[src/rtl/srp_pkg.sv]
// Shared types and constants for the reference-counted surface pool.
// Used by srp_cell and refcounted_surface_pool; depends on nothing else.
package srp_pkg;

    localparam int MAX_SLOTS = 32;
    localparam int SLOT_W    = $clog2(MAX_SLOTS);
    localparam int SIZE_W    = SLOT_W + 1;
    localparam int ID_W      = 32;
    localparam int CNT_W     = 8;
    localparam int CMD_W     = 2;
    localparam int STAT_W    = 2;
    localparam int S_DATA_W  = 40;
    localparam int M_DATA_W  = 48;
    localparam logic [SIZE_W-1:0] POOL_RESET = SIZE_W'(MAX_SLOTS);

    typedef enum logic [CMD_W-1:0] {
        CMD_LOAD  = 2'd0,
        CMD_ALLOC = 2'd1,
        CMD_REF   = 2'd2,
        CMD_UNREF = 2'd3
    } srp_cmd_t;

    typedef enum logic [STAT_W-1:0] {
        STATUS_OK       = 2'd0,
        STATUS_NOFREE   = 2'd1,
        STATUS_NOTFOUND = 2'd2
    } srp_status_t;

    typedef enum logic [1:0] {
        UPD_NONE = 2'd0,
        UPD_LOAD = 2'd1,
        UPD_INC  = 2'd2,
        UPD_DEC  = 2'd3
    } srp_upd_op_t;

    // Search control broadcast to every cell
    typedef struct packed {
        logic              start;
        logic [SLOT_W-1:0] start_slot;
        logic              run;
        logic              mode_ref;
        logic [ID_W-1:0]   key;
    } srp_ctl_t;

    // Slot update broadcast to every cell
    typedef struct packed {
        srp_upd_op_t       op;
        logic [SLOT_W-1:0] slot;
        logic [ID_W-1:0]   id;
    } srp_upd_t;

    typedef enum logic [2:0] {
        ST_IDLE = 3'b001,
        ST_SCAN = 3'b010,
        ST_DONE = 3'b100
    } srp_state_t;

endpackage

[src/rtl/srp_cell.sv]
// One slot of the surface pool: identifier, reference count and search token.
// Depends on srp_pkg.
module srp_cell
    import srp_pkg::*;
(
    input  logic              aclk,
    input  logic              aresetn,
    input  logic [SLOT_W-1:0] cell_idx,
    input  srp_ctl_t          ctl,
    input  srp_upd_t          upd,
    input  logic              tok_in,
    output logic              tok_out,
    output logic              hit,
    output logic [ID_W-1:0]   id_out,
    output logic [CNT_W-1:0]  count_out
);

    logic [ID_W-1:0]  id_reg, id_next;
    logic [CNT_W-1:0] count_reg, count_next;
    logic             tok_reg, tok_next;
    logic             sel;

    assign sel = (upd.slot == cell_idx);

    always_comb begin
        id_next    = id_reg;
        count_next = count_reg;
        if (sel) begin
            unique case (upd.op)
                UPD_LOAD: begin
                    id_next    = upd.id;
                    count_next = '0;
                end
                UPD_INC: begin
                    if (count_reg != '1) count_next = count_reg + CNT_W'(1);
                end
                UPD_DEC: begin
                    if (count_reg != '0) count_next = count_reg - CNT_W'(1);
                end
                default: ;
            endcase
        end
    end

    // Take the token at search start, then pass it along the row
    always_comb begin
        if (ctl.start) begin
            tok_next = (ctl.start_slot == cell_idx);
        end else if (ctl.run) begin
            tok_next = tok_in;
        end else begin
            tok_next = 1'b0;
        end
    end

    always_ff @(posedge aclk) begin
        if (!aresetn) begin
            id_reg    <= '0;
            count_reg <= '0;
            tok_reg   <= 1'b0;
        end else begin
            id_reg    <= id_next;
            count_reg <= count_next;
            tok_reg   <= tok_next;
        end
    end

    assign tok_out   = tok_reg;
    assign hit       = tok_reg & (ctl.mode_ref ? (id_reg == ctl.key) : (count_reg == '0));
    assign id_out    = id_reg;
    assign count_out = count_reg;

endmodule

[src/rtl/refcounted_surface_pool.sv]
// Top level of the reference-counted surface pool: control sequencer,
// output register and the row of srp_cell slots. Depends on srp_pkg, srp_cell.
//
// Usage:
//   Commands enter on the s_ stream channel, one result per command leaves
//   on the m_ stream channel. cfg_valid/cfg_data write pool_size (always ready).
//   Load and unref act on the addressed slot directly: the done state writes
//   the result into the output register once it is free, and the next item
//   is accepted only after the sequencer returns to idle.
//   Allocate and ref pass a search token along the row of slot cells, one
//   slot per cycle, wrapping at the effective pool size. A search visits up
//   to n slots (n = effective pool size, at most 32) before the done state
//   writes the result, and the next item is taken once the sequencer is idle.
//   One command is in flight at a time; s_tready is high whenever the
//   sequencer is idle, even while a finished result still waits on m_.
//   If the receiver stalls, the finished result holds in the sequencer
//   until the output register frees up; the payload holds stable.
//   Reset (aresetn low, synchronous) clears every identifier and count,
//   the current allocation slot, and sets pool_size to 32.
module refcounted_surface_pool
    import srp_pkg::*;
(
    input  logic                aclk,
    input  logic                aresetn,
    // Configuration write: pool_size
    input  logic                cfg_valid,
    output logic                cfg_ready,
    input  logic [SIZE_W-1:0]   cfg_data,
    // Commands: [1:0] command, [6:2] slot, [38:7] surface_id, [39] zero
    input  logic                s_tvalid,
    output logic                s_tready,
    input  logic [S_DATA_W-1:0] s_tdata,
    // Results: [1:0] status, [6:2] result_slot, [38:7] result_id, [46:39] ref_count,
    // [47] zero
    output logic                m_tvalid,
    input  logic                m_tready,
    output logic [M_DATA_W-1:0] m_tdata
);

    // Command fields
    srp_cmd_t          in_cmd;
    logic [SLOT_W-1:0] in_slot;
    logic [ID_W-1:0]   in_id;

    assign in_cmd  = srp_cmd_t'(s_tdata[1:0]);
    assign in_slot = s_tdata[2 +: SLOT_W];
    assign in_id   = s_tdata[7 +: ID_W];

    // Sequencer state
    srp_state_t        state_reg, state_next;
    logic [SIZE_W-1:0] pool_size_reg, pool_size_next;
    logic [SLOT_W-1:0] cur_reg, cur_next;
    logic [SLOT_W-1:0] pos_reg, pos_next;
    logic [SIZE_W-1:0] steps_reg, steps_next;
    logic              mode_ref_reg, mode_ref_next;
    logic [ID_W-1:0]   key_reg, key_next;
    srp_status_t       res_status_reg, res_status_next;
    logic [SLOT_W-1:0] res_slot_reg, res_slot_next;

    // Output register
    logic                m_valid_reg, m_valid_next;
    logic [M_DATA_W-1:0] m_data_reg, m_data_next;

    // Cell row
    srp_ctl_t          ctl;
    srp_upd_t          upd;
    logic [MAX_SLOTS-1:0] tok_vec, tok_in_vec, hit_vec, last_mask;
    logic [ID_W-1:0]   cell_id  [MAX_SLOTS];
    logic [CNT_W-1:0]  cell_cnt [MAX_SLOTS];

    logic [SIZE_W-1:0] n_eff, n_last, cur_inc;
    logic [SLOT_W-1:0] alloc_start, pos_wrap;
    logic              accept, found, stop_cur, last_step, out_free;

    assign cfg_ready = 1'b1;
    assign s_tready  = (state_reg == ST_IDLE);
    assign accept    = s_tvalid & s_tready;
    assign out_free  = ~m_valid_reg | m_tready;

    // Effective pool size: zero acts as one, clip at the row length
    always_comb begin
        if (pool_size_reg == '0) begin
            n_eff = SIZE_W'(1);
        end else if (pool_size_reg > SIZE_W'(MAX_SLOTS)) begin
            n_eff = SIZE_W'(MAX_SLOTS);
        end else begin
            n_eff = pool_size_reg;
        end
    end

    assign n_last      = n_eff - SIZE_W'(1);
    assign cur_inc     = {1'b0, cur_reg} + SIZE_W'(1);
    assign alloc_start = (cur_inc >= n_eff) ? '0 : cur_inc[SLOT_W-1:0];
    assign pos_wrap    = ({1'b0, pos_reg} == n_last) ? '0 : pos_reg + SLOT_W'(1);

    // Token ring: the last slot in use hands back to slot zero
    genvar gi;
    generate
        for (gi = 0; gi < MAX_SLOTS; gi++) begin : g_row
            assign last_mask[gi] = (n_last == SIZE_W'(gi));
            if (gi == 0) begin : g_head
                assign tok_in_vec[gi] = |(tok_vec & last_mask);
            end else begin : g_link
                assign tok_in_vec[gi] = tok_vec[gi-1] & ~last_mask[gi-1];
            end
            srp_cell u_cell (
                .aclk      (aclk),
                .aresetn   (aresetn),
                .cell_idx  (SLOT_W'(gi)),
                .ctl       (ctl),
                .upd       (upd),
                .tok_in    (tok_in_vec[gi]),
                .tok_out   (tok_vec[gi]),
                .hit       (hit_vec[gi]),
                .id_out    (cell_id[gi]),
                .count_out (cell_cnt[gi])
            );
        end
    endgenerate

    // A candidate at the current slot ends an allocate lap without a match
    assign stop_cur  = ~mode_ref_reg & (pos_reg == cur_reg);
    assign found     = (|hit_vec) & ~stop_cur;
    assign last_step = (steps_reg == n_last);

    always_comb begin
        state_next      = state_reg;
        pool_size_next  = pool_size_reg;
        cur_next        = cur_reg;
        pos_next        = pos_reg;
        steps_next      = steps_reg;
        mode_ref_next   = mode_ref_reg;
        key_next        = key_reg;
        res_status_next = res_status_reg;
        res_slot_next   = res_slot_reg;
        m_valid_next    = m_valid_reg;
        m_data_next     = m_data_reg;

        ctl.start       = 1'b0;
        ctl.start_slot  = '0;
        ctl.run         = (state_reg == ST_SCAN);
        ctl.mode_ref    = mode_ref_reg;
        ctl.key         = key_reg;
        upd.op          = UPD_NONE;
        upd.slot        = in_slot;
        upd.id          = in_id;

        if (cfg_valid) pool_size_next = cfg_data;

        // Drop the result once the receiver takes it
        if (m_valid_reg && m_tready) m_valid_next = 1'b0;

        unique case (state_reg)
            ST_IDLE: begin
                if (accept) begin
                    res_status_next = STATUS_OK;
                    res_slot_next   = in_slot;
                    key_next        = in_id;
                    steps_next      = '0;
                    unique case (in_cmd)
                        CMD_LOAD: begin
                            upd.op     = UPD_LOAD;
                            state_next = ST_DONE;
                        end
                        CMD_UNREF: begin
                            upd.op     = UPD_DEC;
                            state_next = ST_DONE;
                        end
                        CMD_ALLOC: begin
                            ctl.start      = 1'b1;
                            ctl.start_slot = alloc_start;
                            pos_next       = alloc_start;
                            mode_ref_next  = 1'b0;
                            state_next     = ST_SCAN;
                        end
                        CMD_REF: begin
                            ctl.start      = 1'b1;
                            ctl.start_slot = '0;
                            pos_next       = '0;
                            mode_ref_next  = 1'b1;
                            state_next     = ST_SCAN;
                        end
                        default: ;
                    endcase
                end
            end
            ST_SCAN: begin
                // Advance the token one slot per cycle until a hit or a full lap
                priority if (found) begin
                    res_status_next = STATUS_OK;
                    res_slot_next   = pos_reg;
                    if (mode_ref_reg) begin
                        upd.op   = UPD_INC;
                        upd.slot = pos_reg;
                    end else begin
                        cur_next = pos_reg;
                    end
                    state_next = ST_DONE;
                end else if (stop_cur || last_step) begin
                    res_status_next = mode_ref_reg ? STATUS_NOTFOUND : STATUS_NOFREE;
                    res_slot_next   = '0;
                    state_next      = ST_DONE;
                end else begin
                    pos_next   = pos_wrap;
                    steps_next = steps_reg + SIZE_W'(1);
                end
            end
            ST_DONE: begin
                // Hold the result here until the output register is free
                if (out_free) begin
                    m_valid_next = 1'b1;
                    if (res_status_reg == STATUS_OK) begin
                        m_data_next = {1'b0, cell_cnt[res_slot_reg], cell_id[res_slot_reg],
                                       res_slot_reg, res_status_reg};
                    end else begin
                        m_data_next = {1'b0, CNT_W'(0), ID_W'(0), SLOT_W'(0), res_status_reg};
                    end
                    state_next = ST_IDLE;
                end
            end
            default: state_next = ST_IDLE;
        endcase
    end

    always_ff @(posedge aclk) begin
        if (!aresetn) begin
            state_reg     <= ST_IDLE;
            pool_size_reg <= POOL_RESET;
            cur_reg       <= '0;
            m_valid_reg   <= 1'b0;
        end else begin
            state_reg     <= state_next;
            pool_size_reg <= pool_size_next;
            cur_reg       <= cur_next;
            m_valid_reg   <= m_valid_next;
        end
    end

    always_ff @(posedge aclk) begin
        pos_reg        <= pos_next;
        steps_reg      <= steps_next;
        mode_ref_reg   <= mode_ref_next;
        key_reg        <= key_next;
        res_status_reg <= res_status_next;
        res_slot_reg   <= res_slot_next;
        m_data_reg     <= m_data_next;
    end

    assign m_tvalid = m_valid_reg;
    assign m_tdata  = m_data_reg;

endmodule
[config.mk]
export PLATFORM = sky130hd
export DESIGN_NAME = refcounted_surface_pool
export DESIGN_NICKNAME = d
export VERILOG_FILES = /design/src/rtl/srp_pkg.sv /design/src/rtl/srp_cell.sv /design/src/rtl/refcounted_surface_pool.sv
export SDC_FILE = /design/constraint.sdc
export NUM_CORES = 2
export LEC_CHECK = 0
export ABC_CLOCK_PERIOD_IN_PS = 9700
export BUFFER_PORTS_ARGS = -buffer_cell sky130_fd_sc_hd__buf_2
export CAP_MARGIN = 20
export CORE_MARGIN = 4
export CORE_UTILIZATION = 32
export CTS_CLUSTER_DIAMETER = 40
export DETAILED_ROUTE_END_ITERATION = 10
export PLACE_DENSITY = 0.57
export RECOVER_POWER = 25
export SLEW_MARGIN = 0
export SYNTH_ARGS = -nofsm -noshare
export SYNTH_HDL_FRONTEND = slang
export SYNTH_SLANG_ARGS = --single-unit
[constraint.sdc]
create_clock -name aclk -period 9.7 [get_ports aclk]
set_clock_uncertainty 0.05 [all_clocks]
set_input_delay 1.94 -clock aclk [delete_from_list [all_inputs] [get_ports aclk]]
set_output_delay 1.94 -clock aclk [all_outputs]
set_load 0.1 [all_outputs]
==> reports/metrics.cfg <==
[logic_synthesis]
ys_types=95
synth.avg_cell_area_um2=8.655
syn_nets=10070
ys_seq_area_frac=0.3487
synth-seq-cells=1425
synthArstFlopShare=0
ys.flop_type=dfxtp_1
netlist_instances=9778
synth_edf_count=98
syn_area_mm2=0.08463
yosys_warnings=0

[placement]
port_buffers=98
gp_congestion=0.9977
dpl_worst_slack_ns=2.531
dp_hpwl_um=244600

[layout]
layout.nets=9809
fillers=26450
syn2layout_area_growth_pct=12.73
largest_register_ffs=1024
regArea_mm2=0.02951
multiInputGateArea_mm2=0.05120
drive_gt1_frac=0.1116

[sta]
setup_slack_ns=1.394
finalSetupViolCount=0
timing.fmax_mhz=120.4
rsz0062_at_grt=false
slew_viol_final=1974
min_period_ns=8.306
tns_ns=0
relSlewSlack=-1.837
hold_viol=0
fin_hold_ws_ns=0.4286
tightest_slew_ns=4.255
period_share=0.8563

[worst_setup_path]
cp_top_family=buffers and inverters
slowest_stage=clkbuf_1
cp_num_buf_inv=4
r2r_slack_ns=1.66
max_stage_delay_ns=2.56
crit_end=g_row[14].u_cell.count_out[7]$_SDFFE_PN0P_
required_ns=10.45
crit_type=input port to flip-flop
cp_data_arrival_time_ns=9.05
crit_chain=buf_2, nand2_1, clkinv_1, clkbuf_1, nand2_4, nor2_4, buf_4, ha_1, a21o_1, a21o_1, a21o_1, a21oi_1, o21bai_1, a21oi_1, mux2_2, nor4b_1, a311o_1
r2r_end=g_row[14].u_cell.count_out[7]$_SDFFE_PN0P_
crit-reg2reg-launch=state_reg[0]$_SDFFE_PN1P_
critPathMaxFanout=37
setup.worst_path.start_class=input port
cp-end-kind=flip-flop
reg2reg_depth=17
cp.depth=17
crit_path_frequent_cell=a21o_1
crit_start=s_tvalid

[cts]
cts_hold_buf=0
clock_latency_ns=0.91
clkTransAtPathRegs_ns=0.06
cts.sinks=1425
cts_inserted_buffers=217
htree_levels=4
cts_root_buffer=clkbuf_16
cts_tree=built
ctsResizeCount=0
post-cts-setup-buffers=0
clock_path_buffers=4

[drt]
drtIter0Drc=10510
viasPerCell=5.777
ant_nets=0
num_vias=76460
post_drt_wl_per_cell_um=26.95
drt_first_pass_iters=7
drc=0
wl_um=356700

[job]
cap_violations=53

[global_route]
overflow=0
grt_pass1_wl_um=508900
grt_antenna_before_repair=41
grt_pass1_vias=71200
grt.total_usage=0.2505
grt_max_degree=230

[die]
fp.dieH_um=522.3
die_area_mm2=0.2728
row_count=188
die_w_um=522.3
core_mm2=0.2627
start_util=0.3221
pin_count=102

[pwr]
power.density_mw_per_mm2=168.2
p_leak_nw=34.47
ir_drop_v=0.0001473
power.total_mw=16.05

[run_status]
status=complete, but fails checks
violations=max-capacitance violations, max-slew violations

[hold_path]
hold_start=g_row[27].u_cell.id_out[25]$_SDFFE_PN0P_
min_path_type=flip-flop to flip-flop

-- routing by layer --
layer	wire length (um)	vias to the layer above	global-route usage
met2	144900	4610	0.3505
li1	-	33650	-
met4	26540	14	0.1603
met5	87	-	0
met3	44070	809	0.06587
met1	141100	37380	0.3395
-- final cells by class --
cell class	count	share of cell area
Timing Repair Buffer	312	0.02127
Sequential cell	1425	0.3093
Clock inverter	130	0.01781
Antenna cell	27	0.0007083
Multi-Input combinational cell	7442	0.5367
Inverter	119	0.004761
Clock buffer	266	0.06328
Tap cell	3515	0.04610
-- worst min-delay path by stage --
| stage | end | depth (start not counted) |
|---|---|---|
| 2_1_floorplan | m_tdata[0]$_DFFE_PP_ | 0 |
| 3_3_place_gp | g_row[23].u_cell.id_out[5]$_SDFFE_PN0P_ | 2 |
| 3_5_place_dp | g_row[14].u_cell.id_out[0]$_SDFFE_PN0P_ | 2 |
| 4_1_cts | g_row[31].u_cell.id_out[0]$_SDFFE_PN0P_ | 2 |
| 5_1_grt | g_row[14].u_cell.id_out[10]$_SDFFE_PN0P_ | 2 |
| 6_report | g_row[27].u_cell.id_out[25]$_SDFFE_PN0P_ | 2 |
-- report_power, final --
group	internal [mW]	switching, mW
Clock	5.26	3.22
Combinational	0.411	1.10
Sequential	5.96	0.0906
-- tightest hold or removal path: cells and delay by family (launching register included) --
kind	cells	cell delay, ns
AO/OA/AOI/OAI	1	0.05
AND/OR/NAND/NOR	1	0.06
flip-flops	1	0.32
-- stage by stage --
| stage | utilization | instance area, um2 | instances |
|---|---|---|---|
| floorplan | - | 84630 | 9778 |
| global placement | 0.3340 | 87750 | 12800 |
| detailed placement | 0.3341 | 87780 | 12810 |
| CTS | 0.3635 | 95520 | 13200 |
| global route | 0.3629 | 95360 | 13220 |
| finish | 0.3631 | 95400 | 13240 |
-- synth_stat cells (all sizes together) (7+ instances only) --
cell     instances  area [um2]
o21a            32       240.2
and3            15       93.84
nor4           235        1483
and2            14       92.59
a31oi           28       196.4
ha             209        2615
nor2           225       857.1
or3             28       180.2
a21o           101       758.2
dfxtp         1327       26570
nor2b           10       62.56
inv            118       442.9
nand2b          14       87.58
a21oi         1264        6360
o21bai          65       488.0
nand3          236        1181
nor3            85       425.4
o2bb2ai         41       359.1
nand2         2388        8964
or4             40       300.3
o32ai            7       61.31
mux4           400        9009
o21ai           86       449.2
o211ai          42       315.3
o31ai           20       160.2
a211oi          11       107.6
mux2i          162        1622
clkbuf         583        2188
xor2           840        7357
buf            209        1445
and4            25       221.5
a21boi          29       217.7
o22ai           12       75.07
nand4          225        1408
a311o            7       70.07
fa              32       640.6
xnor2          399        3495
mux2             9       101.4
or2              9       56.31
edfxtp          98        2943
a22o            10       87.58
-- placed cells by master, fill, tap and decap left out, types with 98 or more instances in the layout --
cell,instances
xor2_1,840
clkbuf_1,120
ha_1,209
a21oi_1,1261
nor4_1,233
nor2_1,191
clkbuf_16,227
buf_4,168
dfxtp_1,1327
mux2i_1,162
edfxtp_1,98
nand3_1,236
nand4_1,225
xnor2_1,399
a21o_1,101
inv_1,115
mux4_2,400
nand2_1,2381
-- cells by family (layout without fill, tap and decap cells) --
logic type	count (synthesis)	count (layout)	share of synthesized area
adder cells (fa/ha/maj)	241	241	0.03847
buffers and inverters	911	827	0.04821
other	2	29	0.00008874
XOR/XNOR	1239	1239	0.1282
AO/OA/AOI/OAI	1823	1823	0.1257
flip-flops	1425	1425	0.3487
AND/OR/NAND/NOR	3566	3566	0.1838
multiplexers	571	571	0.1268
Power figures use the tool's default switching activity.
